--- src/sv/glcd_line_pixel_stepper_core_assert.svh ---
// ----------------------------------------------------------------------------
// Line pixel stepper assertion macros
// Clocked property shorthands used by the stepper core.
// ----------------------------------------------------------------------------
`ifndef GLCD_LINE_PIXEL_STEPPER_CORE_ASSERT_SVH
`define GLCD_LINE_PIXEL_STEPPER_CORE_ASSERT_SVH

// Same-cycle implication, checked outside reset.
`define GLCD_AST_IMP(lbl, ante, cons, msg) \
    lbl: assert property (@(posedge i_clk) disable iff (!i_rst_n) \
        (ante) |-> (cons)) else $error(msg);

// Next-cycle implication, checked outside reset.
`define GLCD_AST_NXT(lbl, ante, cons, msg) \
    lbl: assert property (@(posedge i_clk) disable iff (!i_rst_n) \
        (ante) |=> (cons)) else $error(msg);

`endif

--- src/sv/glcd_pkg.sv ---
// ----------------------------------------------------------------------------
// Line pixel stepper package
// Panel geometry, datapath widths and shared structs.
// ----------------------------------------------------------------------------
`timescale 1ns / 1ps

package glcd_pkg;

    // Panel geometry; columns per chip must be a power of two.
    localparam int COLUMNS_PER_CHIP = 64;
    localparam int CHIP_COUNT       = 4;
    localparam int PAGE_COUNT       = 8;
    localparam int COL_BITS         = $clog2(COLUMNS_PER_CHIP);
    localparam int X_MAX            = COLUMNS_PER_CHIP * CHIP_COUNT;
    localparam int Y_MAX            = PAGE_COUNT * 8;

    // Field widths
    localparam int XW    = 9;
    localparam int YW    = 7;
    localparam int CHIPW = 2;
    localparam int PAGEW = 3;
    localparam int COLW  = 6;
    localparam int MASKW = 8;

    // Step count L reaches 512, so one bit over the coordinate width.
    localparam int LW    = XW + 1;
    // Dividend 2*k*|d| + L stays below 2^20, quotient below 2^10.
    localparam int DVDW  = 20;
    localparam int DVSW  = LW + 1;
    localparam int QW    = 10;
    localparam int CNTW  = $clog2(QW + 1);

    // Command codes
    localparam logic CMD_LOAD = 1'b0;
    localparam logic CMD_STEP = 1'b1;

    typedef struct packed {
        logic            start;
        logic [DVDW-1:0] dividend;
        logic [DVSW-1:0] divisor;
    } t_div_req;

    typedef struct packed {
        logic          done;
        logic [QW-1:0] quotient;
    } t_div_rsp;

    typedef struct packed {
        logic [CHIPW-1:0] chip_index;
        logic [PAGEW-1:0] page_index;
        logic [COLW-1:0]  column_index;
        logic [MASKW-1:0] bit_mask;
    } t_pix_map;

endpackage

--- src/sv/glcd_if.sv ---
// ----------------------------------------------------------------------------
// Line pixel stepper channels
// Command and pixel valid/ready channels.
// ----------------------------------------------------------------------------
`timescale 1ns / 1ps

interface glcd_cmd_if;
    logic                   valid;
    logic                   ready;
    logic                   command;
    logic [glcd_pkg::XW-1:0] x_start;
    logic [glcd_pkg::YW-1:0] y_start;
    logic [glcd_pkg::XW-1:0] x_end;
    logic [glcd_pkg::YW-1:0] y_end;

    modport source (output valid, command, x_start, y_start, x_end, y_end,
                    input ready);
    modport sink   (input valid, command, x_start, y_start, x_end, y_end,
                    output ready);
endinterface

interface glcd_pix_if;
    logic                      valid;
    logic                      ready;
    logic                      point_valid;
    logic [glcd_pkg::XW-1:0]    pixel_x;
    logic [glcd_pkg::YW-1:0]    pixel_y;
    logic [glcd_pkg::CHIPW-1:0] chip_index;
    logic [glcd_pkg::PAGEW-1:0] page_index;
    logic [glcd_pkg::COLW-1:0]  column_index;
    logic [glcd_pkg::MASKW-1:0] bit_mask;
    logic                      last_point;

    modport source (output valid, point_valid, pixel_x, pixel_y, chip_index,
                    page_index, column_index, bit_mask, last_point,
                    input ready);
    modport sink   (input valid, point_valid, pixel_x, pixel_y, chip_index,
                    page_index, column_index, bit_mask, last_point,
                    output ready);
endinterface

--- src/sv/glcd_line_pixel_stepper_core.sv ---
// ----------------------------------------------------------------------------
// Line pixel stepper core
// DDA line rasterizer with exact rounding for a multi-controller panel.
// ----------------------------------------------------------------------------
// A load beat (command 0) latches two 1-based endpoints and returns the
// start point via the EMIT state and the output register. Each step beat
// (command 1) returns the next pixel start + round(k*delta/L), ties up,
// with L = max(|dx|,|dy|)+1, so step L lands exactly on the end point and
// carries last_point. A step with no line running returns an all-zero
// beat (point_valid 0). One command is in flight at a time: a step goes
// from IDLE, where it is taken, for x and then y through MUL, a multiply
// of k by |delta|, and DIV on the shared radix-2 divider (start, 10
// quotient bits, done), then to EMIT, which hands the pixel over. A load
// or an idle step goes from IDLE straight to EMIT. The result sits in an
// output register, so the next command is taken while a finished pixel
// still waits on o_pix. pixel_x/pixel_y are raw; chip, page, column and
// mask use the pixel clamped to the panel.
// ----------------------------------------------------------------------------
`timescale 1ns / 1ps
`include "glcd_line_pixel_stepper_core_assert.svh"

module glcd_line_pixel_stepper_core (
    input  logic              i_clk,
    input  logic              i_rst_n,
    glcd_cmd_if.sink          i_cmd,
    glcd_pix_if.source        o_pix
);

    // Sequencer: IDLE takes a command, MUL forms the dividend for one axis,
    // DIV waits on the shared divider, EMIT hands the pixel to the output.
    typedef enum logic [3:0] {
        S_IDLE = 4'b0001,
        S_MUL  = 4'b0010,
        S_DIV  = 4'b0100,
        S_EMIT = 4'b1000
    } t_state;

    localparam int XW = glcd_pkg::XW;
    localparam int YW = glcd_pkg::YW;
    localparam int LW = glcd_pkg::LW;
    localparam int QW = glcd_pkg::QW;
    localparam int PW = LW + XW;        // k * |d|
    localparam int SW = QW + 1;         // signed add of origin and quotient

    t_state r_state, n_state;

    // Line state; deltas kept as magnitude and sign.
    logic [XW-1:0] r_org_x;
    logic [YW-1:0] r_org_y;
    logic [XW-1:0] r_dx_mag;
    logic          r_dx_neg;
    logic [YW-1:0] r_dy_mag;
    logic          r_dy_neg;
    logic [LW-1:0] r_total;
    logic [LW-1:0] r_index;
    logic          r_active;

    // Step datapath
    logic                      r_axis;     // 0: x, 1: y
    logic [glcd_pkg::DVDW-1:0] r_dvd;
    logic                      r_go;
    logic [QW-1:0]             r_qx;
    logic [XW-1:0]             r_px;
    logic [YW-1:0]             r_py;
    logic                      r_pvalid;
    logic                      r_last;

    // Output register
    logic                      r_ovalid;
    logic                      r_o_pvalid;
    logic [XW-1:0]             r_o_px;
    logic [YW-1:0]             r_o_py;
    glcd_pkg::t_pix_map        r_o_map;
    logic                      r_o_last;

    glcd_pkg::t_div_req div_req;
    glcd_pkg::t_div_rsp div_rsp;
    glcd_pkg::t_pix_map pix_map;

    logic          cmd_fire;
    logic          out_free;
    logic          ld_x_neg, ld_y_neg;
    logic [XW-1:0] ld_x_mag;
    logic [YW-1:0] ld_y_mag;
    logic [LW-1:0] ld_total;
    logic [LW-1:0] idx_next;
    logic [XW-1:0] mul_mag;
    logic          mul_neg;
    logic [PW-1:0] mul_prod;
    logic [SW-1:0] q_x_sgn, q_y_sgn;
    logic [SW-1:0] sum_x, sum_y;

    assign i_cmd.ready = (r_state == S_IDLE);
    assign cmd_fire    = i_cmd.valid && i_cmd.ready;
    assign out_free    = !r_ovalid || o_pix.ready;

    // Load-time delta and step count
    always_comb begin
        ld_x_neg = (i_cmd.x_end < i_cmd.x_start);
        ld_y_neg = (i_cmd.y_end < i_cmd.y_start);
        ld_x_mag = ld_x_neg ? (i_cmd.x_start - i_cmd.x_end) : (i_cmd.x_end - i_cmd.x_start);
        ld_y_mag = ld_y_neg ? (i_cmd.y_start - i_cmd.y_end) : (i_cmd.y_end - i_cmd.y_start);
        if (ld_x_mag >= XW'(ld_y_mag)) begin
            ld_total = {1'b0, ld_x_mag} + LW'(1);
        end else begin
            ld_total = LW'(ld_y_mag) + LW'(1);
        end
    end

    assign idx_next = r_index + LW'(1);

    // Dividend for round-half-up: 2k|d| + L, less one for a negative delta
    // so that the magnitude quotient gives the floor after negation.
    assign mul_mag  = r_axis ? XW'(r_dy_mag) : r_dx_mag;
    assign mul_neg  = r_axis ? r_dy_neg : r_dx_neg;
    assign mul_prod = PW'(r_index) * PW'(mul_mag);

    assign div_req.start    = r_go;
    assign div_req.dividend = r_dvd;
    assign div_req.divisor  = {r_total, 1'b0};

    // Signed quotient added to the origin
    assign q_x_sgn = r_dx_neg ? (SW'(0) - {1'b0, r_qx}) : {1'b0, r_qx};
    assign q_y_sgn = r_dy_neg ? (SW'(0) - {1'b0, div_rsp.quotient})
                              : {1'b0, div_rsp.quotient};
    assign sum_x   = SW'(r_org_x) + q_x_sgn;
    assign sum_y   = SW'(r_org_y) + q_y_sgn;

    always_comb begin
        n_state = r_state;
        case (r_state)
            S_IDLE: begin
                if (cmd_fire) begin
                    if (i_cmd.command == glcd_pkg::CMD_STEP && r_active
                        && r_index < r_total) begin
                        n_state = S_MUL;
                    end else begin
                        n_state = S_EMIT;
                    end
                end
            end
            S_MUL: begin
                n_state = S_DIV;
            end
            S_DIV: begin
                if (div_rsp.done) begin
                    n_state = r_axis ? S_EMIT : S_MUL;
                end
            end
            S_EMIT: begin
                if (out_free) begin
                    n_state = S_IDLE;
                end
            end
            default: begin
                n_state = S_IDLE;
            end
        endcase
    end

    // Control registers
    always_ff @(posedge i_clk) begin
        if (!i_rst_n) begin
            r_state  <= S_IDLE;
            r_active <= 1'b0;
            r_index  <= '0;
            r_total  <= '0;
            r_go     <= 1'b0;
            r_ovalid <= 1'b0;
        end else begin
            r_state <= n_state;
            r_go    <= (r_state == S_MUL);
            if (cmd_fire) begin
                if (i_cmd.command == glcd_pkg::CMD_LOAD) begin
                    r_active <= 1'b1;
                    r_index  <= '0;
                    r_total  <= ld_total;
                end else if (!r_active || r_index >= r_total) begin
                    r_active <= 1'b0;
                end else begin
                    r_index <= idx_next;
                    if (idx_next == r_total) begin
                        r_active <= 1'b0;
                    end
                end
            end
            if (r_state == S_EMIT && out_free) begin
                r_ovalid <= 1'b1;
            end else if (o_pix.ready) begin
                r_ovalid <= 1'b0;
            end
        end
    end

    // Datapath registers
    always_ff @(posedge i_clk) begin
        if (cmd_fire) begin
            r_axis <= 1'b0;
            if (i_cmd.command == glcd_pkg::CMD_LOAD) begin
                r_org_x  <= i_cmd.x_start;
                r_org_y  <= i_cmd.y_start;
                r_dx_mag <= ld_x_mag;
                r_dx_neg <= ld_x_neg;
                r_dy_mag <= ld_y_mag;
                r_dy_neg <= ld_y_neg;
                r_px     <= i_cmd.x_start;
                r_py     <= i_cmd.y_start;
                r_pvalid <= 1'b1;
                r_last   <= 1'b0;
            end else if (!r_active || r_index >= r_total) begin
                r_px     <= '0;
                r_py     <= '0;
                r_pvalid <= 1'b0;
                r_last   <= 1'b0;
            end else begin
                r_last <= (idx_next == r_total);
            end
        end
        if (r_state == S_MUL) begin
            r_dvd <= glcd_pkg::DVDW'({mul_prod, 1'b0}) + glcd_pkg::DVDW'(r_total)
                     - glcd_pkg::DVDW'(mul_neg);
        end
        if (r_state == S_DIV && div_rsp.done) begin
            if (!r_axis) begin
                r_qx   <= div_rsp.quotient;
                r_axis <= 1'b1;
            end else begin
                r_px     <= sum_x[XW-1:0];
                r_py     <= sum_y[YW-1:0];
                r_pvalid <= 1'b1;
            end
        end
        if (r_state == S_EMIT && out_free) begin
            r_o_pvalid <= r_pvalid;
            r_o_px     <= r_px;
            r_o_py     <= r_py;
            r_o_map    <= r_pvalid ? pix_map : '0;
            r_o_last   <= r_last && r_pvalid;
        end
    end

    glcd_div u_div (
        .i_clk   (i_clk),
        .i_rst_n (i_rst_n),
        .i_req   (div_req),
        .o_rsp   (div_rsp)
    );

    glcd_map u_map (
        .i_px  (r_px),
        .i_py  (r_py),
        .o_map (pix_map)
    );

    assign o_pix.valid        = r_ovalid;
    assign o_pix.point_valid  = r_o_pvalid;
    assign o_pix.pixel_x      = r_o_px;
    assign o_pix.pixel_y      = r_o_py;
    assign o_pix.chip_index   = r_o_map.chip_index;
    assign o_pix.page_index   = r_o_map.page_index;
    assign o_pix.column_index = r_o_map.column_index;
    assign o_pix.bit_mask     = r_o_map.bit_mask;
    assign o_pix.last_point   = r_o_last;

    // A taken command always leaves the sequencer busy in the next cycle.
    `GLCD_AST_NXT(a_busy_after_cmd, cmd_fire, r_state != S_IDLE,
        "sequencer stayed idle after a command")

    // Divider results only arrive while the sequencer waits for them.
    `GLCD_AST_IMP(a_div_done_in_div, div_rsp.done, r_state == S_DIV,
        "divider finished outside the divide state")

    // A pixel beat carries exactly one mask bit.
    `GLCD_AST_IMP(a_mask_onehot, r_ovalid && r_o_pvalid, $onehot(r_o_map.bit_mask),
        "pixel beat without a one-hot mask")

    // An idle beat is all zero in mask and last flag.
    `GLCD_AST_IMP(a_idle_beat_clear, r_ovalid && !r_o_pvalid,
        r_o_map.bit_mask == '0 && !r_o_last,
        "idle beat carries pixel fields")

endmodule

--- src/sv/glcd_div.sv ---
// ----------------------------------------------------------------------------
// Line pixel stepper divider
// Restoring radix-2 divider, one quotient bit per cycle.
// ----------------------------------------------------------------------------
`timescale 1ns / 1ps

module glcd_div (
    input  logic               i_clk,
    input  logic               i_rst_n,
    input  glcd_pkg::t_div_req i_req,
    output glcd_pkg::t_div_rsp o_rsp
);

    logic [glcd_pkg::DVSW-1:0] r_rem, n_rem;
    logic [glcd_pkg::QW-1:0]   r_quo, n_quo;
    logic [glcd_pkg::DVSW-1:0] r_dvs;
    logic [glcd_pkg::CNTW-1:0] r_cnt, n_cnt;
    logic                      r_busy, n_busy;
    logic                      r_done, n_done;
    logic [glcd_pkg::DVSW-1:0] trial;
    logic                      ge;

    // Caller guarantees dividend < divisor * 2^QW, so the high part
    // already sits below the divisor.
    assign trial = {r_rem[glcd_pkg::DVSW-2:0], r_quo[glcd_pkg::QW-1]};
    assign ge    = (trial >= r_dvs);

    always_comb begin
        n_rem  = r_rem;
        n_quo  = r_quo;
        n_cnt  = r_cnt;
        n_busy = r_busy;
        n_done = 1'b0;
        if (i_req.start) begin
            n_rem  = {1'b0, i_req.dividend[glcd_pkg::DVDW-1:glcd_pkg::QW]};
            n_quo  = i_req.dividend[glcd_pkg::QW-1:0];
            n_cnt  = glcd_pkg::CNTW'(glcd_pkg::QW);
            n_busy = 1'b1;
        end else if (r_busy) begin
            n_rem = ge ? (trial - r_dvs) : trial;
            n_quo = {r_quo[glcd_pkg::QW-2:0], ge};
            n_cnt = r_cnt - glcd_pkg::CNTW'(1);
            if (r_cnt == glcd_pkg::CNTW'(1)) begin
                n_busy = 1'b0;
                n_done = 1'b1;
            end
        end
    end

    always_ff @(posedge i_clk) begin
        if (!i_rst_n) begin
            r_busy <= 1'b0;
            r_done <= 1'b0;
            r_cnt  <= '0;
        end else begin
            r_busy <= n_busy;
            r_done <= n_done;
            r_cnt  <= n_cnt;
        end
    end

    always_ff @(posedge i_clk) begin
        r_rem <= n_rem;
        r_quo <= n_quo;
        if (i_req.start) begin
            r_dvs <= i_req.divisor;
        end
    end

    assign o_rsp.done     = r_done;
    assign o_rsp.quotient = r_quo;

endmodule

--- src/sv/glcd_map.sv ---
// ----------------------------------------------------------------------------
// Line pixel stepper panel map
// Clamps a pixel to the panel and splits it into chip, page, column, mask.
// ----------------------------------------------------------------------------
`timescale 1ns / 1ps

module glcd_map (
    input  logic [glcd_pkg::XW-1:0] i_px,
    input  logic [glcd_pkg::YW-1:0] i_py,
    output glcd_pkg::t_pix_map      o_map
);

    localparam int XCW = glcd_pkg::XW + 2;
    localparam int YCW = glcd_pkg::YW + 1;

    logic [XCW-1:0] xc;
    logic [XCW-1:0] ux;
    logic [YCW-1:0] yc;
    logic [YCW-1:0] uy;

    always_comb begin
        if (i_px == '0) begin
            xc = XCW'(1);
        end else if ({2'b00, i_px} > XCW'(glcd_pkg::X_MAX)) begin
            xc = XCW'(glcd_pkg::X_MAX);
        end else begin
            xc = {2'b00, i_px};
        end

        if (i_py == '0) begin
            yc = YCW'(1);
        end else if ({1'b0, i_py} > YCW'(glcd_pkg::Y_MAX)) begin
            yc = YCW'(glcd_pkg::Y_MAX);
        end else begin
            yc = {1'b0, i_py};
        end

        ux = xc - XCW'(1);
        uy = yc - YCW'(1);

        o_map.chip_index   = glcd_pkg::CHIPW'(ux >> glcd_pkg::COL_BITS);
        o_map.column_index = glcd_pkg::COLW'(ux & XCW'(glcd_pkg::COLUMNS_PER_CHIP - 1));
        o_map.page_index   = glcd_pkg::PAGEW'(uy >> 3);
        o_map.bit_mask     = glcd_pkg::MASKW'(1) << uy[2:0];
    end

endmodule
--- src/flat_wrapper.sv ---
// flat-port wrapper written by rule: the top's interface ports become plain ports
module glcd_line_pixel_stepper_core_flat 
  (i_clk, i_rst_n, i_cmd_valid, i_cmd_command, i_cmd_x_start, i_cmd_y_start, i_cmd_x_end, i_cmd_y_end, i_cmd_ready, o_pix_valid, o_pix_point_valid, o_pix_pixel_x, o_pix_pixel_y, o_pix_chip_index, o_pix_page_index, o_pix_column_index, o_pix_bit_mask, o_pix_last_point, o_pix_ready);
  glcd_cmd_if i_cmd_i ();
  glcd_pix_if o_pix_i ();
  input  logic i_clk;
  input  logic i_rst_n;
  input wire logic [$bits(i_cmd_i.valid)-1:0] i_cmd_valid;
  input wire logic [$bits(i_cmd_i.command)-1:0] i_cmd_command;
  input wire logic [$bits(i_cmd_i.x_start)-1:0] i_cmd_x_start;
  input wire logic [$bits(i_cmd_i.y_start)-1:0] i_cmd_y_start;
  input wire logic [$bits(i_cmd_i.x_end)-1:0] i_cmd_x_end;
  input wire logic [$bits(i_cmd_i.y_end)-1:0] i_cmd_y_end;
  output wire logic [$bits(i_cmd_i.ready)-1:0] i_cmd_ready;
  output wire logic [$bits(o_pix_i.valid)-1:0] o_pix_valid;
  output wire logic [$bits(o_pix_i.point_valid)-1:0] o_pix_point_valid;
  output wire logic [$bits(o_pix_i.pixel_x)-1:0] o_pix_pixel_x;
  output wire logic [$bits(o_pix_i.pixel_y)-1:0] o_pix_pixel_y;
  output wire logic [$bits(o_pix_i.chip_index)-1:0] o_pix_chip_index;
  output wire logic [$bits(o_pix_i.page_index)-1:0] o_pix_page_index;
  output wire logic [$bits(o_pix_i.column_index)-1:0] o_pix_column_index;
  output wire logic [$bits(o_pix_i.bit_mask)-1:0] o_pix_bit_mask;
  output wire logic [$bits(o_pix_i.last_point)-1:0] o_pix_last_point;
  input wire logic [$bits(o_pix_i.ready)-1:0] o_pix_ready;
  assign i_cmd_i.valid = i_cmd_valid;
  assign i_cmd_i.command = i_cmd_command;
  assign i_cmd_i.x_start = i_cmd_x_start;
  assign i_cmd_i.y_start = i_cmd_y_start;
  assign i_cmd_i.x_end = i_cmd_x_end;
  assign i_cmd_i.y_end = i_cmd_y_end;
  assign i_cmd_ready = i_cmd_i.ready;
  assign o_pix_valid = o_pix_i.valid;
  assign o_pix_point_valid = o_pix_i.point_valid;
  assign o_pix_pixel_x = o_pix_i.pixel_x;
  assign o_pix_pixel_y = o_pix_i.pixel_y;
  assign o_pix_chip_index = o_pix_i.chip_index;
  assign o_pix_page_index = o_pix_i.page_index;
  assign o_pix_column_index = o_pix_i.column_index;
  assign o_pix_bit_mask = o_pix_i.bit_mask;
  assign o_pix_last_point = o_pix_i.last_point;
  assign o_pix_i.ready = o_pix_ready;
  glcd_line_pixel_stepper_core u_core (.i_clk(i_clk), .i_rst_n(i_rst_n), .i_cmd(i_cmd_i), .o_pix(o_pix_i));
endmodule
--- config.mk ---
export PLATFORM = sky130hd
export DESIGN_NAME = glcd_line_pixel_stepper_core_flat
export DESIGN_NICKNAME = d
export VERILOG_FILES = /design/src/sv/glcd_pkg.sv /design/src/sv/glcd_if.sv /design/src/sv/glcd_line_pixel_stepper_core.sv /design/src/sv/glcd_div.sv /design/src/sv/glcd_map.sv /design/src/flat_wrapper.sv
export VERILOG_INCLUDE_DIRS = /design/src /design/src/sv
export SDC_FILE = /design/constraint.sdc
export NUM_CORES = 1
export LEC_CHECK = 0
export ABC_CLOCK_PERIOD_IN_PS = 13400
export CAP_MARGIN = 20
export CORE_MARGIN = 2
export CORE_UTILIZATION = 45
export CTS_CLUSTER_DIAMETER = 100
export DETAILED_ROUTE_END_ITERATION = 10
export DONT_BUFFER_PORTS = 1
export PLACE_DENSITY = 0.68
export SLEW_MARGIN = 20
export SYNTH_ARGS = -nofsm -noshare
export SYNTH_HDL_FRONTEND = slang
export SYNTH_SLANG_ARGS = --single-unit
--- constraint.sdc ---
create_clock -name i_clk -period 13.4 [get_ports i_clk]
set_input_delay 0.67 -clock i_clk [delete_from_list [all_inputs] [get_ports i_clk]]
set_output_delay 0.67 -clock i_clk [all_outputs]
set_load 0.02 [all_outputs]
## Word level (Yosys, flattened, before mapping)

Cells that the tools add are included.

| cells by class | value |
|---|---|
| add/sub/neg operators | 17 |
| $mul | 1 |
| magnitude comparators | 8 |
| equality and inequality tests | 11 |
| shift-type cells | 1 |
| multiplexer cells | 53 |
| bitwise operators | 4 |
| reductions and logical operators | 22 |

Operators with widths:

| operator | number |
|---|---|
| 10-bit 2-to-1 mux | 8 |
| 9-bit 2-to-1 mux | 8 |
| 7-bit 2-to-1 mux | 7 |
| 4-bit 2-to-1 mux | 7 |
| 20-bit by 10-bit adder with 20-bit output | 1 |
| 20-bit by 1-bit subtractor with 20-bit output | 1 |
| 10-bit by 9-bit multiplier with 19-bit output | 1 |
| 1-bit 2-to-1 mux | 18 |
| 9-bit subtractor | 2 |
| 8-bit 2-to-1 mux | 2 |
| 4-bit case mux with 4 select lines | 1 |
| 7-bit subtractor | 2 |
| 6-bit 2-to-1 mux | 2 |
| 11-bit >= comparator | 1 |
| 10-bit by 1-bit adder with 10-bit output, second input constant | 1 |
| 9-bit by 1-bit adder with 10-bit output, second input constant | 1 |
| 10-bit == test | 1 |
| 10-bit >= comparator | 1 |
| 10-bit < comparator | 1 |
| 10-bit subtractor | 1 |
| 9-bit adder | 1 |
| 9-bit by 7-bit >= comparator with 1-bit output | 1 |
| 9-bit greater-than comparator, second input constant | 1 |
| 9-bit zero test | 1 |
| other kinds (28) | 46 |

| word-level totals | value |
|---|---|
| register bits | 182 |

## Logic depth before layout (Yosys ltp)

Gate-level depths: netlist (run 1).

| depth | value |
|---|---|
| word-level depth | 7 |
| mapped depth | 28 |
| mapped depth without buffers | 27 |

## Cells and area by module

A second synthesis (run 1) with hierarchy kept.

| second synthesis, totals | value |
|---|---|
| cells, all modules | 1499 |
| area total of the unflattened synthesis | 14696.6 um^2 |

Modules (own cells, without submodules):

| module | instances | cells each | area an instance (um^2) | seq. area each (um^2) |
|---|---|---|---|---|
| glcd_line_pixel_stepper_core | 1 | 1248 | 12164.2 | 3933.8 |
| glcd_div | 1 | 195 | 2160.8 | 1051.0 |
| glcd_map | 1 | 56 | 371.6 | 0.0 |

## Worst setup path before layout (run 1)

Ideal clock, no wire load.

| path | value |
|---|---|
| path kind | register to register |
| start point | reg u_core.r_axis |
| end point | reg u_core.r_dvd[19] (netlist name) (data pin) |
| library setup time | 263 ps |
| arrival | 6678 ps |
| data required time | 13137 ps |
| setup slack | 6459 ps |
| stages on the path, launching flop included | 24 |
| period minus slack after synthesis | 6941 ps |
| cell sequence | dfxtp_1 clkbuf_1 mux2i_1 nor2b_1 fa_1 fa_1 inv_1 fa_1 fa_1 inv_1 ha_1 o21ai_0 nor2_1 o31a_1 o21a_1 a221o_1 xnor2_1 ha_1 and3_1 a211oi_1 a21oi_1 o21a_1 a2bb2oi_1 xor2_1 |

| on the way | value |
|---|---|
| word-level cells in the longest chain between the ends | 4 |
| elaborated cells between the ends (all ways) | 5 |

RTL lines:

| what | RTL line | source |
|---|---|---|
| start: declaration | glcd_line_pixel_stepper_core.sv:59 | `logic r_axis;` |
| start signal: assignment | glcd_line_pixel_stepper_core.sv:198 | `r_axis <= 1'b0;` |
| start signal: assignment | glcd_line_pixel_stepper_core.sv:226 | `r_axis <= 1'b1;` |
| 9-bit 2-to-1 mux | glcd_line_pixel_stepper_core.sv:114 | `assign mul_mag = r_axis ? XW'(r_dy_mag) : r_dx_mag;` |
| 10-bit by 9-bit multiplier with 19-bit output | glcd_line_pixel_stepper_core.sv:116 | `assign mul_prod = PW'(r_index) * PW'(mul_mag);` |
| 20-bit by 10-bit adder with 20-bit output | glcd_line_pixel_stepper_core.sv:220 | `r_dvd <= glcd_pkg::DVDW'({mul_prod, 1'b0}) + glcd_pkg::DVDW'(r_total)` |
| 20-bit by 1-bit subtractor with 20-bit output * | glcd_line_pixel_stepper_core.sv:221 | `- glcd_pkg::DVDW'(mul_neg);` |
| end signal: assignment | glcd_line_pixel_stepper_core.sv:220 |  |
| end: declaration | glcd_line_pixel_stepper_core.sv:60 | `logic [glcd_pkg::DVDW-1:0] r_dvd;` |

Mark *: on every way between the ends. The rest lies on a longest branch, timed or not.
A chain may end at the register's enable or synchronous reset.

## Final worst setup path (run 1)

Ends and elaborated chain as after synthesis.

==> results of run 1 <==
[kinds of logic after synthesis]
kind of cell | after synthesis | synth area share [%]
flip-flops | 182 | 34.3
XOR/XNOR | 95 | 5.98
buffers and inverters | 264 | 6.87
AO/OA/AOI/OAI | 280 | 13.0
adder cells (fa/ha/maj) | 210 | 21.5
multiplexers | 30 | 2.26
AND/OR/NAND/NOR | 463 | 16.1
[flip-flops by register name (all words and copies together) (netlist names), 8 cells and up]
name / flops
u_core.r_px: 9
u_core.r_org_x: 9
u_core.r_dvd: 20
u_core.o_pix.bit_mask: 8
u_core.r_dx_mag: 9
u_core.r_total: 10
u_core.o_pix.pixel_x: 9
u_core.r_index: 10
u_core.u_div.r_quo: 10
u_core.u_div.r_rem: 10
u_core.r_qx: 9
u_core.u_div.r_dvs: 10
[power by group through the flow]
stage / Clock, mW / Combinational, mW / Sequential, mW
6_report: 0.507 / 0.367 / 0.670
5_1_grt: 0.540 / 0.416 / 0.673
4_1_cts: 0.517 / 0.367 / 0.670
3_5_place_dp: 0 / 0.364 / 0.683
3_3_place_gp: 0 / 0.356 / 0.682
2_1_floorplan: 0 / 0.296 / 0.670
[cell usage after synthesis (18+ instances only)]
master                     instances
sky130_fd_sc_hd__a21o_1           18
sky130_fd_sc_hd__a21oi_1          72
sky130_fd_sc_hd__a31oi_1          25
sky130_fd_sc_hd__and2_1           29
sky130_fd_sc_hd__clkbuf_1         39
sky130_fd_sc_hd__dfxtp_1          51
sky130_fd_sc_hd__edfxtp_1        131
sky130_fd_sc_hd__fa_1             65
sky130_fd_sc_hd__ha_1            145
sky130_fd_sc_hd__inv_1           220
sky130_fd_sc_hd__nand2_1         137
sky130_fd_sc_hd__nand2b_1         22
sky130_fd_sc_hd__nand3_1          44
sky130_fd_sc_hd__nor2_1           86
sky130_fd_sc_hd__nor2b_1          46
sky130_fd_sc_hd__nor3_1           27
sky130_fd_sc_hd__o21ai_0          45
sky130_fd_sc_hd__xnor2_1          68
sky130_fd_sc_hd__xor2_1           25
[critical path, cell delays in order (launching register included)]
cell	delay, ns
sky130_fd_sc_hd__dfxtp_1	0.74
sky130_fd_sc_hd__mux2i_1	0.79
sky130_fd_sc_hd__nor2b_1	0.16
sky130_fd_sc_hd__fa_1	0.48
sky130_fd_sc_hd__fa_1	0.54
sky130_fd_sc_hd__inv_1	0.05
sky130_fd_sc_hd__fa_1	0.46
sky130_fd_sc_hd__fa_1	0.54
sky130_fd_sc_hd__inv_1	0.04
sky130_fd_sc_hd__ha_1	0.31
sky130_fd_sc_hd__o21ai_0	0.08
sky130_fd_sc_hd__nor2_1	0.07
sky130_fd_sc_hd__o31a_1	0.28
sky130_fd_sc_hd__o21a_1	0.23
sky130_fd_sc_hd__a221o_1	0.36
sky130_fd_sc_hd__xnor2_1	0.47
sky130_fd_sc_hd__ha_1	0.35
sky130_fd_sc_hd__and3_1	0.15
sky130_fd_sc_hd__a211oi_1	0.64
sky130_fd_sc_hd__a21oi_1	0.14
sky130_fd_sc_hd__o21a_1	0.20
sky130_fd_sc_hd__a2bb2oi_1	0.15
sky130_fd_sc_hd__xor2_1	0.15
[layer usage]
metal / global-route usage (%) / share of wire [%]
met5: 0 / 0
met4: 5.76 / 2.2
met3: 2.66 / 3.5
met2: 32.4 / 47
met1: 25.2 / 47
[stage by stage]
step	cells	total power [mW]	worst slack, ns	hold slack [ns]	util (%)
floorplan	1524	0.966	6.46	0.408	-
finish	1921	1.54	5.72	0.314	48.9
CTS	1921	1.55	5.74	0.300	48.9
global placement	1889	1.04	6.01	0.413	46.9
detailed placement	1889	1.05	5.71	0.416	46.9
global route	1921	1.63	5.24	0.291	48.9
[final cells by class]
type	count	area, um^2	share of cell area, %
timing repair buffer	6	45.0	0.291
tap	402	503	3.25
clock buffer	18	429	2.78
clock inverter	14	184	1.19
sequential	182	4960	32.1
multi-input combinational	1078	8520	55.1
inverter	221	830	5.36
[placed cells by master (no fill, tap or decap), drive strengths merged, types with 10 or more instances in the layout]
master / synthesis / routed
a21o: 18 / 18
a21oi: 72 / 72
a31oi: 25 / 25
and2: 30 / 30
clkbuf: 40 / 18
dfxtp: 51 / 51
edfxtp: 131 / 131
fa: 65 / 65
ha: 145 / 145
inv: 220 / 226
mux2: 18 / 18
mux2i: 12 / 12
nand2: 137 / 137
nand2b: 22 / 22
nand3: 44 / 44
nand4: 10 / 10
nand4b: 11 / 11
nor2: 88 / 88
nor2b: 46 / 46
nor3: 28 / 28
o21a: 17 / 17
o21ai: 48 / 48
o31ai: 14 / 14
or3: 12 / 12
xnor2: 68 / 68
xor2: 26 / 26
[worst min path at each step]
| stage | start | endpoint | depth (start not counted) |
|---|---|---|---|
| global route | i_cmd_y_start[2] | u_core.r_org_y[2] | 0 |
| global placement | u_core.r_total[8] | u_core.u_div.r_dvs[9] | 0 |
| detailed placement | u_core.r_total[8] | u_core.u_div.r_dvs[9] | 0 |
| floorplan | u_core.r_total[8] | u_core.u_div.r_dvs[9] | 0 |
| CTS | i_cmd_y_start[2] | u_core.r_org_y[2] | 0 |
| finish | i_cmd_y_start[2] | u_core.r_org_y[2] | 0 |
==> results.yml, run 1 <==
layout:
  nNetsFinal: 1753
  drive_above_1_share_pct: 5.53
  final_area_mm2: 0.0155
  fillerInstances: 2882
  diodes: 0
  areaGrowthSynthToFinish_pct: 6.95
timing:
  timing.final.max_slew_violations: 0
  unrepaired_setup_endpoints_after_global_routing: "no"
  number_of_endpoints_failing_setup_at_the_final_stage: 0
  finalCriticalPeriod_ns: 7.68
  finalCritPeriodShare_pct: 57.3
  finalClockSkew_ns: 0.0158
  worst_pin_slew_ns: 1.04
  timing.max_slew.rel_slack_pct: 30.8
  fin_tns_setup_ns: 0
  finalHoldViolCount: 0
  maxClockFrequency_mhz: 130
pwr:
  powerDensity_mw_per_mm2: 99.8
  power.share.sequential_pct: 43.4
  combPwrFrac_pct: 23.8
  clkPwrFrac_pct: 32.9
  net-switching-power_mw: 0.476
  internal_dissipation_mw: 1.07
  switching_share_pct: 30.9
  leak_nw: 6.57
  power.ir.vdd_worst_mv: 0.0697
routing:
  number_of_vias_after_detailed_routing: 10500
  post-route-drc-count: 0
  routed_wire_length_per_instance_um: 15.9
  ant_nets: 0
  wirelength_um: 30600
  first_pass_iters: 5
  initialDrtViolationCount: 686
  vias_per_cell: 5.47
floorplan:
  floorplan.core_area_mm2: 0.0316
  die_area_mm2: 0.0336
  floorplan.rows: 65
  die_wd_um: 183
  initial_core_util_pct: 45.7
  count_of_pins_on_the_block_boundary: 76
  die_ht_um: 183
synthesis:
  synthDominantCellAreaShare_pct: 27.2
  ys.flop_type: "sky130_fd_sc_hd__edfxtp_1"
  synth.yosys.seq_area_share_pct: 34.3
  synth_area_leader_cell: "sky130_fd_sc_hd__edfxtp_1"
  synth_edf_count: 131
  synth.lib_cells_used.distinct: 79
  leading_cell_types_by_total_area_after_synthesis: "sky130_fd_sc_hd__edfxtp_1, sky130_fd_sc_hd__ha_1, sky130_fd_sc_hd__fa_1"
  yosys_warn_count: 0
  synth-seq-cells: 182
  synth_cells: 1524
  synthesized_area_per_cell_um2: 9.49
  mappedNetlistNets: 1771
  postSynth.asyncResetShare_pct: 0
  syn_area_mm2: 0.0145
clock_network:
  post_cts.resized_instances: 0
  clock_tree.root_cell: "sky130_fd_sc_hd__clkbuf_16"
  cts_max_level: 4
  cts_made_buffers: 17
  clk_pin_slew_worst_paths_ns: 0.08
  post-cts-setup-buffer-count: 0
  cts_buffer_depth: 2
  insertion_delay_ns: 0.45
  tritoncts_clock_tree: "done"
  clock_sinks: 182
  quantity_of_hold_fixing_buffers_added_after_cts: 0
worst_hold_path:
  hold_path.class: "input pin to flop"
setup_path:
  path_max_fanout: 14
  worst_r2r_endpoint: "u_core.r_dvd[19]"
  critPathLaunch: "u_core.r_axis"
  crit-reg2reg-launch: "u_core.r_axis"
  timing.critical_path.to_type: "flop"
  worst_setup_path_start_kind: "flop"
  reg2reg_slack_ns: 5.72
  r2r_cells: 22
  worst_setup_path_endpoint: "u_core.r_dvd[19]"
  crit_type: "flop to flop"
  crit_required_ns: 13.58
  cp.arrival_ns: 7.86
global_route:
  grt-ovfl-total: 0
  grt_pass1_vias: 10100
  grt.total_usage_pct: 19.0
  pin_count_of_the_biggest_net_entering_global_routing: 55
  grt_antenna_before_repair: 0
  grt_pass1_wl_um: 51300
placed_design:
  dp_hpwl_um: 24200
  buffer_ports.inserted: 0
  placed_area_mm2: 0.0148
  gp_routability_congestion: 0.858
run_status:
  status: "completed"
flow_run:
  cap_violations: 0
No activity file was read; power rests on OpenSTA's default activity.
==> run 2, diff against run 1 <==
ABC_CLOCK_PERIOD_IN_PS = 7000   (was 13400)
PLACE_DENSITY = 0.7   (was 0.68)
clock period = 7 ns   (was 13.4 ns; I/O delays follow)
==> run 2 against run 1 <==
  * Clock skew grew 0.0038 ns
  * Clock power grew 85%
  * Sequential share of layout area shrank 0.49 points
  * Flip-flop and latch count is the same
  * Hold slack lost 0.26 ns
  * First-iteration DRC count shrank 11%
  * Final cell count grew 1.5%
  * Count of clock-buffer cells in the layout is the same
  * Routed wire length grew 2.9%
  * Critical path depth grew 3
  * Die area is the same
  * Register-to-register slack lost 5.3 ns
==> results.yml, run 2 (synthesis gave the netlist of run 1 again) <==
run_status:
  status: "completed"
timing:
  finalClockSkew_ns: 0.0196
  worst_pin_slew_ns: 0.953
  timing.final.max_slew_violations: 0
  maxClockFrequency_mhz: 152
  fin_tns_setup_ns: 0
  number_of_endpoints_failing_setup_at_the_final_stage: 0
  finalCriticalPeriod_ns: 6.58
  unrepaired_setup_endpoints_after_global_routing: "no"
  finalCritPeriodShare_pct: 94.0
  finalHoldViolCount: 0
  timing.max_slew.rel_slack_pct: 36.5
layout:
  mostFrequentLayoutCell: "sky130_fd_sc_hd__inv_1"
  final-instance-count-excl-fill: 1949
  top_register: "u_core.r_dvd"
  diodes: 0
  largest_register_ffs: 20
  nNetsFinal: 1781
  final_area_mm2: 0.0157
  multi_input_area_mm2: 0.00852
  fillerInstances: 2816
  layout_common_cells: "sky130_fd_sc_hd__inv_1, sky130_fd_sc_hd__ha_1, sky130_fd_sc_hd__nand2_1, sky130_fd_sc_hd__edfxtp_1, sky130_fd_sc_hd__nor2_1"
  areaGrowthSynthToFinish_pct: 8.63
  seq_area_mm2: 0.00496
  drive_above_1_share_pct: 6.40
setup_path:
  worst_setup_path_start_kind: "flop"
  crit_type: "flop to flop"
  cp.arrival_ns: 6.77
  reg2reg_slack_ns: 0.42
  r2r_cells: 25
  crit_required_ns: 7.19
  timing.critical_path.to_type: "flop"
  crit-reg2reg-launch: "u_core.r_axis"
  worst_r2r_endpoint: "u_core.r_dvd[19]"
  path_max_fanout: 10
floorplan:
  initial_core_util_pct: 45.7
  floorplan.rows: 65
  die_area_mm2: 0.0336
  floorplan.core_area_mm2: 0.0316
  die_ht_um: 183
  count_of_pins_on_the_block_boundary: 76
  die_wd_um: 183
clock_network:
  cts_buffer_depth: 2
  tritoncts_clock_tree: "done"
  clock_tree.root_cell: "sky130_fd_sc_hd__clkbuf_16"
  cts_max_level: 4
  post-cts-setup-buffer-count: 0
  cts_made_buffers: 17
  clock_sinks: 182
  clk_pin_slew_worst_paths_ns: 0.08
  insertion_delay_ns: 0.44
routing:
  first_pass_iters: 5
  post-route-drc-count: 0
  met2WireLength_um: 15100
  routed.top_layer: "met4"
  ant_nets: 0
  initialDrtViolationCount: 609
  routed_wire_length_per_instance_um: 16.2
  vias_per_cell: 5.51
  routed-wl-met3_um: 1300
  wirelength_um: 31500
  number_of_vias_after_detailed_routing: 10700
  met1_wire_length_um: 14500
pwr:
  internal_dissipation_mw: 2.02
  clkPwrFrac_pct: 31.9
  combPwrFrac_pct: 24.5
  power.ir.vdd_worst_mv: 0.127
  leak_nw: 6.69
  power.share.sequential_pct: 43.6
  total_power_mw: 2.94
  net-switching-power_mw: 0.921
  switching_share_pct: 31.3
  powerDensity_mw_per_mm2: 187
worst_hold_path:
  hold_worst_path_end: "u_core.r_index[1]"
  hold_path.startpoint: "i_cmd_command"
  hold_path.class: "input pin to flop"
  holdPathStages: 2
flow_run:
  cap_violations: 0
placed_design:
  placed_area_mm2: 0.0149
  gp_routability_congestion: 0.870
  dp_hpwl_um: 24200
  dpl.cell_count: 1899
  buffer_ports.inserted: 0
global_route:
  grt_pass1_wl_um: 52600
  grt_antenna_before_repair: 1
  grt_pass1_vias: 10500
  grt.total_usage_pct: 19.6
  pin_count_of_the_biggest_net_entering_global_routing: 67
  grt-ovfl-total: 0
run 2: cell count changes in the layout (fill, tap and decap cells not counted), sizes merged:
cell	previous run	this run
buf	6	17
clkinvlp	0	1
dlygate4sd3	0	17
bufinv	1	0
run 2: worst max-delay path by stage:
stage / from / endpoint / slack (ns)
floorplan: u_core.r_axis / u_core.r_dvd[19] / 0.06
global placement: u_core.r_axis / u_core.r_dvd[19] / 0.49
detailed placement: u_core.r_axis / u_core.r_dvd[19] / 0.35
CTS: u_core.r_axis / u_core.r_dvd[19] / 0.30
global route: u_core.r_axis / u_core.r_dvd[19] / 0.003
finish: u_core.r_axis / u_core.r_dvd[19] / 0.42
run 2: timing repair:
action                                  in CTS  in global routing
gates resized for setup                      0                  3
hold buffers                                17                  0
endpoints found under the setup margin       0                  2
hold endpoints to repair                    17                  0
run 2: power groups by stage:
stage          Clock [mW]  Combinational (mW)  Sequential (mW)
5_1_grt              1.01               0.811             1.29
3_3_place_gp            0               0.688             1.31
6_report            0.940               0.720             1.28
3_5_place_dp            0               0.700             1.31
2_1_floorplan           0               0.567             1.28
4_1_cts             0.961               0.715             1.28
run 2: final cells by class:
cell class              count  share of cell area [%]
clock buffers              18                    2.73
clock inverters            14                    1.03
inverters                 221                    5.28
multi-input cells        1078                    54.3
flip-flops and latches    182                    31.6
well taps                 402                    3.20
repair buffers             34                    1.92
run 2: layer usage:
metal  GRT usage [%]  vias to the layer above
met5               0                        -
met4            6.40                        0
met3            2.70                       44
met2            33.1                      258
met1            26.1                     5189
li1                -                     5255
run 2: metrics by stage:
stage | utilization [%] | hold slack (ns) | setup slack (ns)
floorplan | - | 0.408 | 0.0592
global route | 49.6 | 0.0324 | 0.00284
CTS | 49.6 | 0.0297 | 0.298
finish | 49.6 | 0.0571 | 0.420
global placement | 47.2 | 0.423 | 0.492
detailed placement | 47.2 | 0.424 | 0.352
run 2: critical path, cell delays in order (launching register included):
cell and delay, ns:
sky130_fd_sc_hd__dfxtp_2 0.50, sky130_fd_sc_hd__mux2_2 0.47, sky130_fd_sc_hd__and2_1 0.20, sky130_fd_sc_hd__fa_1 0.47, sky130_fd_sc_hd__fa_1 0.53, sky130_fd_sc_hd__fa_1 0.54
sky130_fd_sc_hd__inv_1 0.06, sky130_fd_sc_hd__fa_1 0.52, sky130_fd_sc_hd__inv_1 0.04, sky130_fd_sc_hd__ha_1 0.32, sky130_fd_sc_hd__nand4b_1 0.15, sky130_fd_sc_hd__nand4b_1 0.17
sky130_fd_sc_hd__nand2_1 0.09, sky130_fd_sc_hd__xnor2_1 0.18, sky130_fd_sc_hd__inv_1 0.07, sky130_fd_sc_hd__ha_1 0.36, sky130_fd_sc_hd__a21oi_1 0.22, sky130_fd_sc_hd__nand2_1 0.12
sky130_fd_sc_hd__nor3b_1 0.23, sky130_fd_sc_hd__a21oi_1 0.11, sky130_fd_sc_hd__a211oi_1 0.24, sky130_fd_sc_hd__buf_4 0.19, sky130_fd_sc_hd__a21oi_1 0.07, sky130_fd_sc_hd__o21a_1 0.19
sky130_fd_sc_hd__a2bb2oi_1 0.14, sky130_fd_sc_hd__xor2_1 0.14
==> run 3, diff against run 2 <==
CORE_ASPECT_RATIO = 0.7   (was default)
CORE_MARGIN = 8   (was 2)
RECOVER_POWER = 50   (was default)
==> run 3 against run 2 <==
  * The flow now finishes with violations (capacitance limit, slew limit)
  * Count of clock-buffer cells in the layout up 6
  * Register-to-register slack worse by 0.04 ns
  * Global-route usage down 1.5 points
  * Fmax down 0.66%
  * Setup slack worse by 0.043 ns
==> results.yml, run 3 (synthesis gave the netlist of run 1 again) <==
routing:
  wirelength_um: 35100
  post-route-drc-count: 0
  first_pass_iters: 5
  ant_nets: 0
  initialDrtViolationCount: 1059
  routed_wire_length_per_instance_um: 17.8
  vias_per_cell: 5.50
  number_of_vias_after_detailed_routing: 10900
setup_path:
  worst_setup_path_start_kind: "flop"
  crit-reg2reg-launch: "u_core.r_axis"
  cp.arrival_ns: 6.81
  timing.critical_path.to_type: "flop"
  crit_path_frequent_cell: "sky130_fd_sc_hd__fa_1"
  crit_type: "flop to flop"
  crit_path_buf_inv_count: 3
  cp_slowest_stage_delay_ns: 0.58
  crit_required_ns: 7.19
  worst_r2r_endpoint: "u_core.r_dvd[19]"
  path_max_fanout: 10
  critPathLaunch: "u_core.r_axis"
  r2r_cells: 25
  reg2reg_slack_ns: 0.38
  cpLargestDelayFamily: "adder cells"
  critical_path.slowest_cell: "sky130_fd_sc_hd__fa_1"
layout:
  finish.utilization_pct: 49.0
  layout_common_cells: "sky130_fd_sc_hd__inv_1, sky130_fd_sc_hd__ha_1, sky130_fd_sc_hd__nand2_1, sky130_fd_sc_hd__edfxtp_1, sky130_fd_sc_hd__nor2_1"
  nNetsFinal: 1781
  mostFrequentLayoutCell: "sky130_fd_sc_hd__inv_1"
  top_register: "u_core.r_dvd"
  drive_above_1_share_pct: 5.82
  fillerInstances: 2942
  diodes: 0
  final_area_mm2: 0.0157
  largest_register_ffs: 20
  areaGrowthSynthToFinish_pct: 8.34
timing:
  finalCriticalPeriod_ns: 6.62
  timing.final.max_slew_violations: 75
  fin_tns_setup_ns: 0
  finalHoldViolCount: 0
  maxClockFrequency_mhz: 151
  number_of_endpoints_failing_setup_at_the_final_stage: 0
  finalCritPeriodShare_pct: 94.6
  unrepaired_setup_endpoints_after_global_routing: "no"
  timing.max_slew.rel_slack_pct: -50.9
  worst_pin_slew_ns: 2.26
  finalClockSkew_ns: 0.00707
global_route:
  grt.total_usage_pct: 18.1
  grt.busiest_layer: "met1"
  grt-ovfl-total: 0
  grt_pass1_wl_um: 56000
  grt_use_met1_pct: 27.6
  grt_antenna_before_repair: 2
  pin_count_of_the_biggest_net_entering_global_routing: 54
  grt_pass1_vias: 10200
  met3_usage_pct: 4.15
  met2_usage_pct: 26.0
worst_hold_path:
  holdPathStages: 2
  hold_path.class: "input pin to flop"
  hold_path.startpoint: "i_cmd_x_start[7]"
  hold_worst_path_end: "u_core.r_px[7]"
clock_network:
  tritoncts_clock_tree: "done"
  insertion_delay_ns: 0.44
  clk_pin_slew_worst_paths_ns: 0.07
  cts_buffer_depth: 2
  cts_max_level: 4
  cts_made_buffers: 17
  clock_tree.root_cell: "sky130_fd_sc_hd__clkbuf_16"
  clock_sinks: 182
placed_design:
  placed_area_mm2: 0.0150
  buffer_ports.inserted: 0
  gp_routability_congestion: 0.865
  dp_hpwl_um: 27300
floorplan:
  die_ht_um: 166
  count_of_pins_on_the_block_boundary: 76
  die_wd_um: 230
  initial_core_util_pct: 45.2
  die_area_mm2: 0.0382
  floorplan.rows: 55
  floorplan.core_area_mm2: 0.0320
flow_run:
  cap_violations: 2
run_status:
  failed_checks: "capacitance limit, slew limit"
  status: "complete, but fails checks"
pwr:
  powerDensity_mw_per_mm2: 187
  power.ir.vdd_worst_mv: 0.192
  leak_nw: 6.65
[run 3: cell types whose count changed in the layout (fill, tap and decap cells not counted), moves of 2 or more]
cell,previous run,this run
sky130_fd_sc_hd__buf_4,16,14
sky130_fd_sc_hd__clkbuf_1,1,8
sky130_fd_sc_hd__clkbuf_8,0,2
sky130_fd_sc_hd__clkinv_8,5,0
sky130_fd_sc_hd__inv_8,3,1
sky130_fd_sc_hd__nor2_1,85,87
sky130_fd_sc_hd__nor2_2,2,0
[run 3: power by group]
| part | internal, mW | total (mW) | switching, mW | leakage [nW] |
|---|---|---|---|---|
| Combinational | 0.314 | 0.732 | 0.418 | 4.77 |
| Sequential | 1.23 | 1.29 | 0.0638 | 1.62 |
| Clock | 0.479 | 0.900 | 0.421 | 0.258 |
[run 3: stage by stage]
| stage | instances | hold WS, ns | total power, mW | setup WS [ns] |
|---|---|---|---|---|
| 2_1_floorplan | 1524 | 0.408 | 1.85 | 0.0592 |
| 3_3_place_gp | 1925 | 0.446 | 2.00 | 0.505 |
| 3_5_place_dp | 1925 | 0.449 | 2.02 | 0.277 |
| 4_1_cts | 1974 | 0.0425 | 2.92 | 0.250 |
| 5_1_grt | 1974 | 0.0564 | 3.06 | 0.0222 |
| 6_report | 1974 | 0.0605 | 2.92 | 0.377 |
[run 3: how the worst max path moves through the flow]
stage                             to  slack, ns  cells past startpoint
finish              u_core.r_dvd[19]       0.38                     25
global route        u_core.r_dvd[19]       0.02                     27
CTS                 u_core.r_dvd[19]       0.25                     25
detailed placement  u_core.r_dvd[19]       0.28                     25
global placement    u_core.r_dvd[19]       0.51                     25
floorplan           u_core.r_dvd[19]       0.06                     23
[run 3: timing repair]
item,CTS,global route
hold endpoints to repair,17,0
endpoints found under the setup margin,0,1
gates resized for setup,0,3
hold buffers,17,0
setup buffers,0,0
[run 3: per-layer routing]
metal,up-vias,share of wire [%]
li1,5268,-
met1,5196,49
met2,370,42
met3,19,8.3
met4,0,0.58
met5,-,0
[run 3: area by class of cell]
type	count	area, um^2	share of cell area [%]
inverter	221	830	5.30
timing repair buffer	34	287	1.83
clock buffer	24	472	3.01
sequential	182	4960	31.6
tap	427	534	3.41
clock inverter	8	66.3	0.423
multi-input combinational	1078	8520	54.4
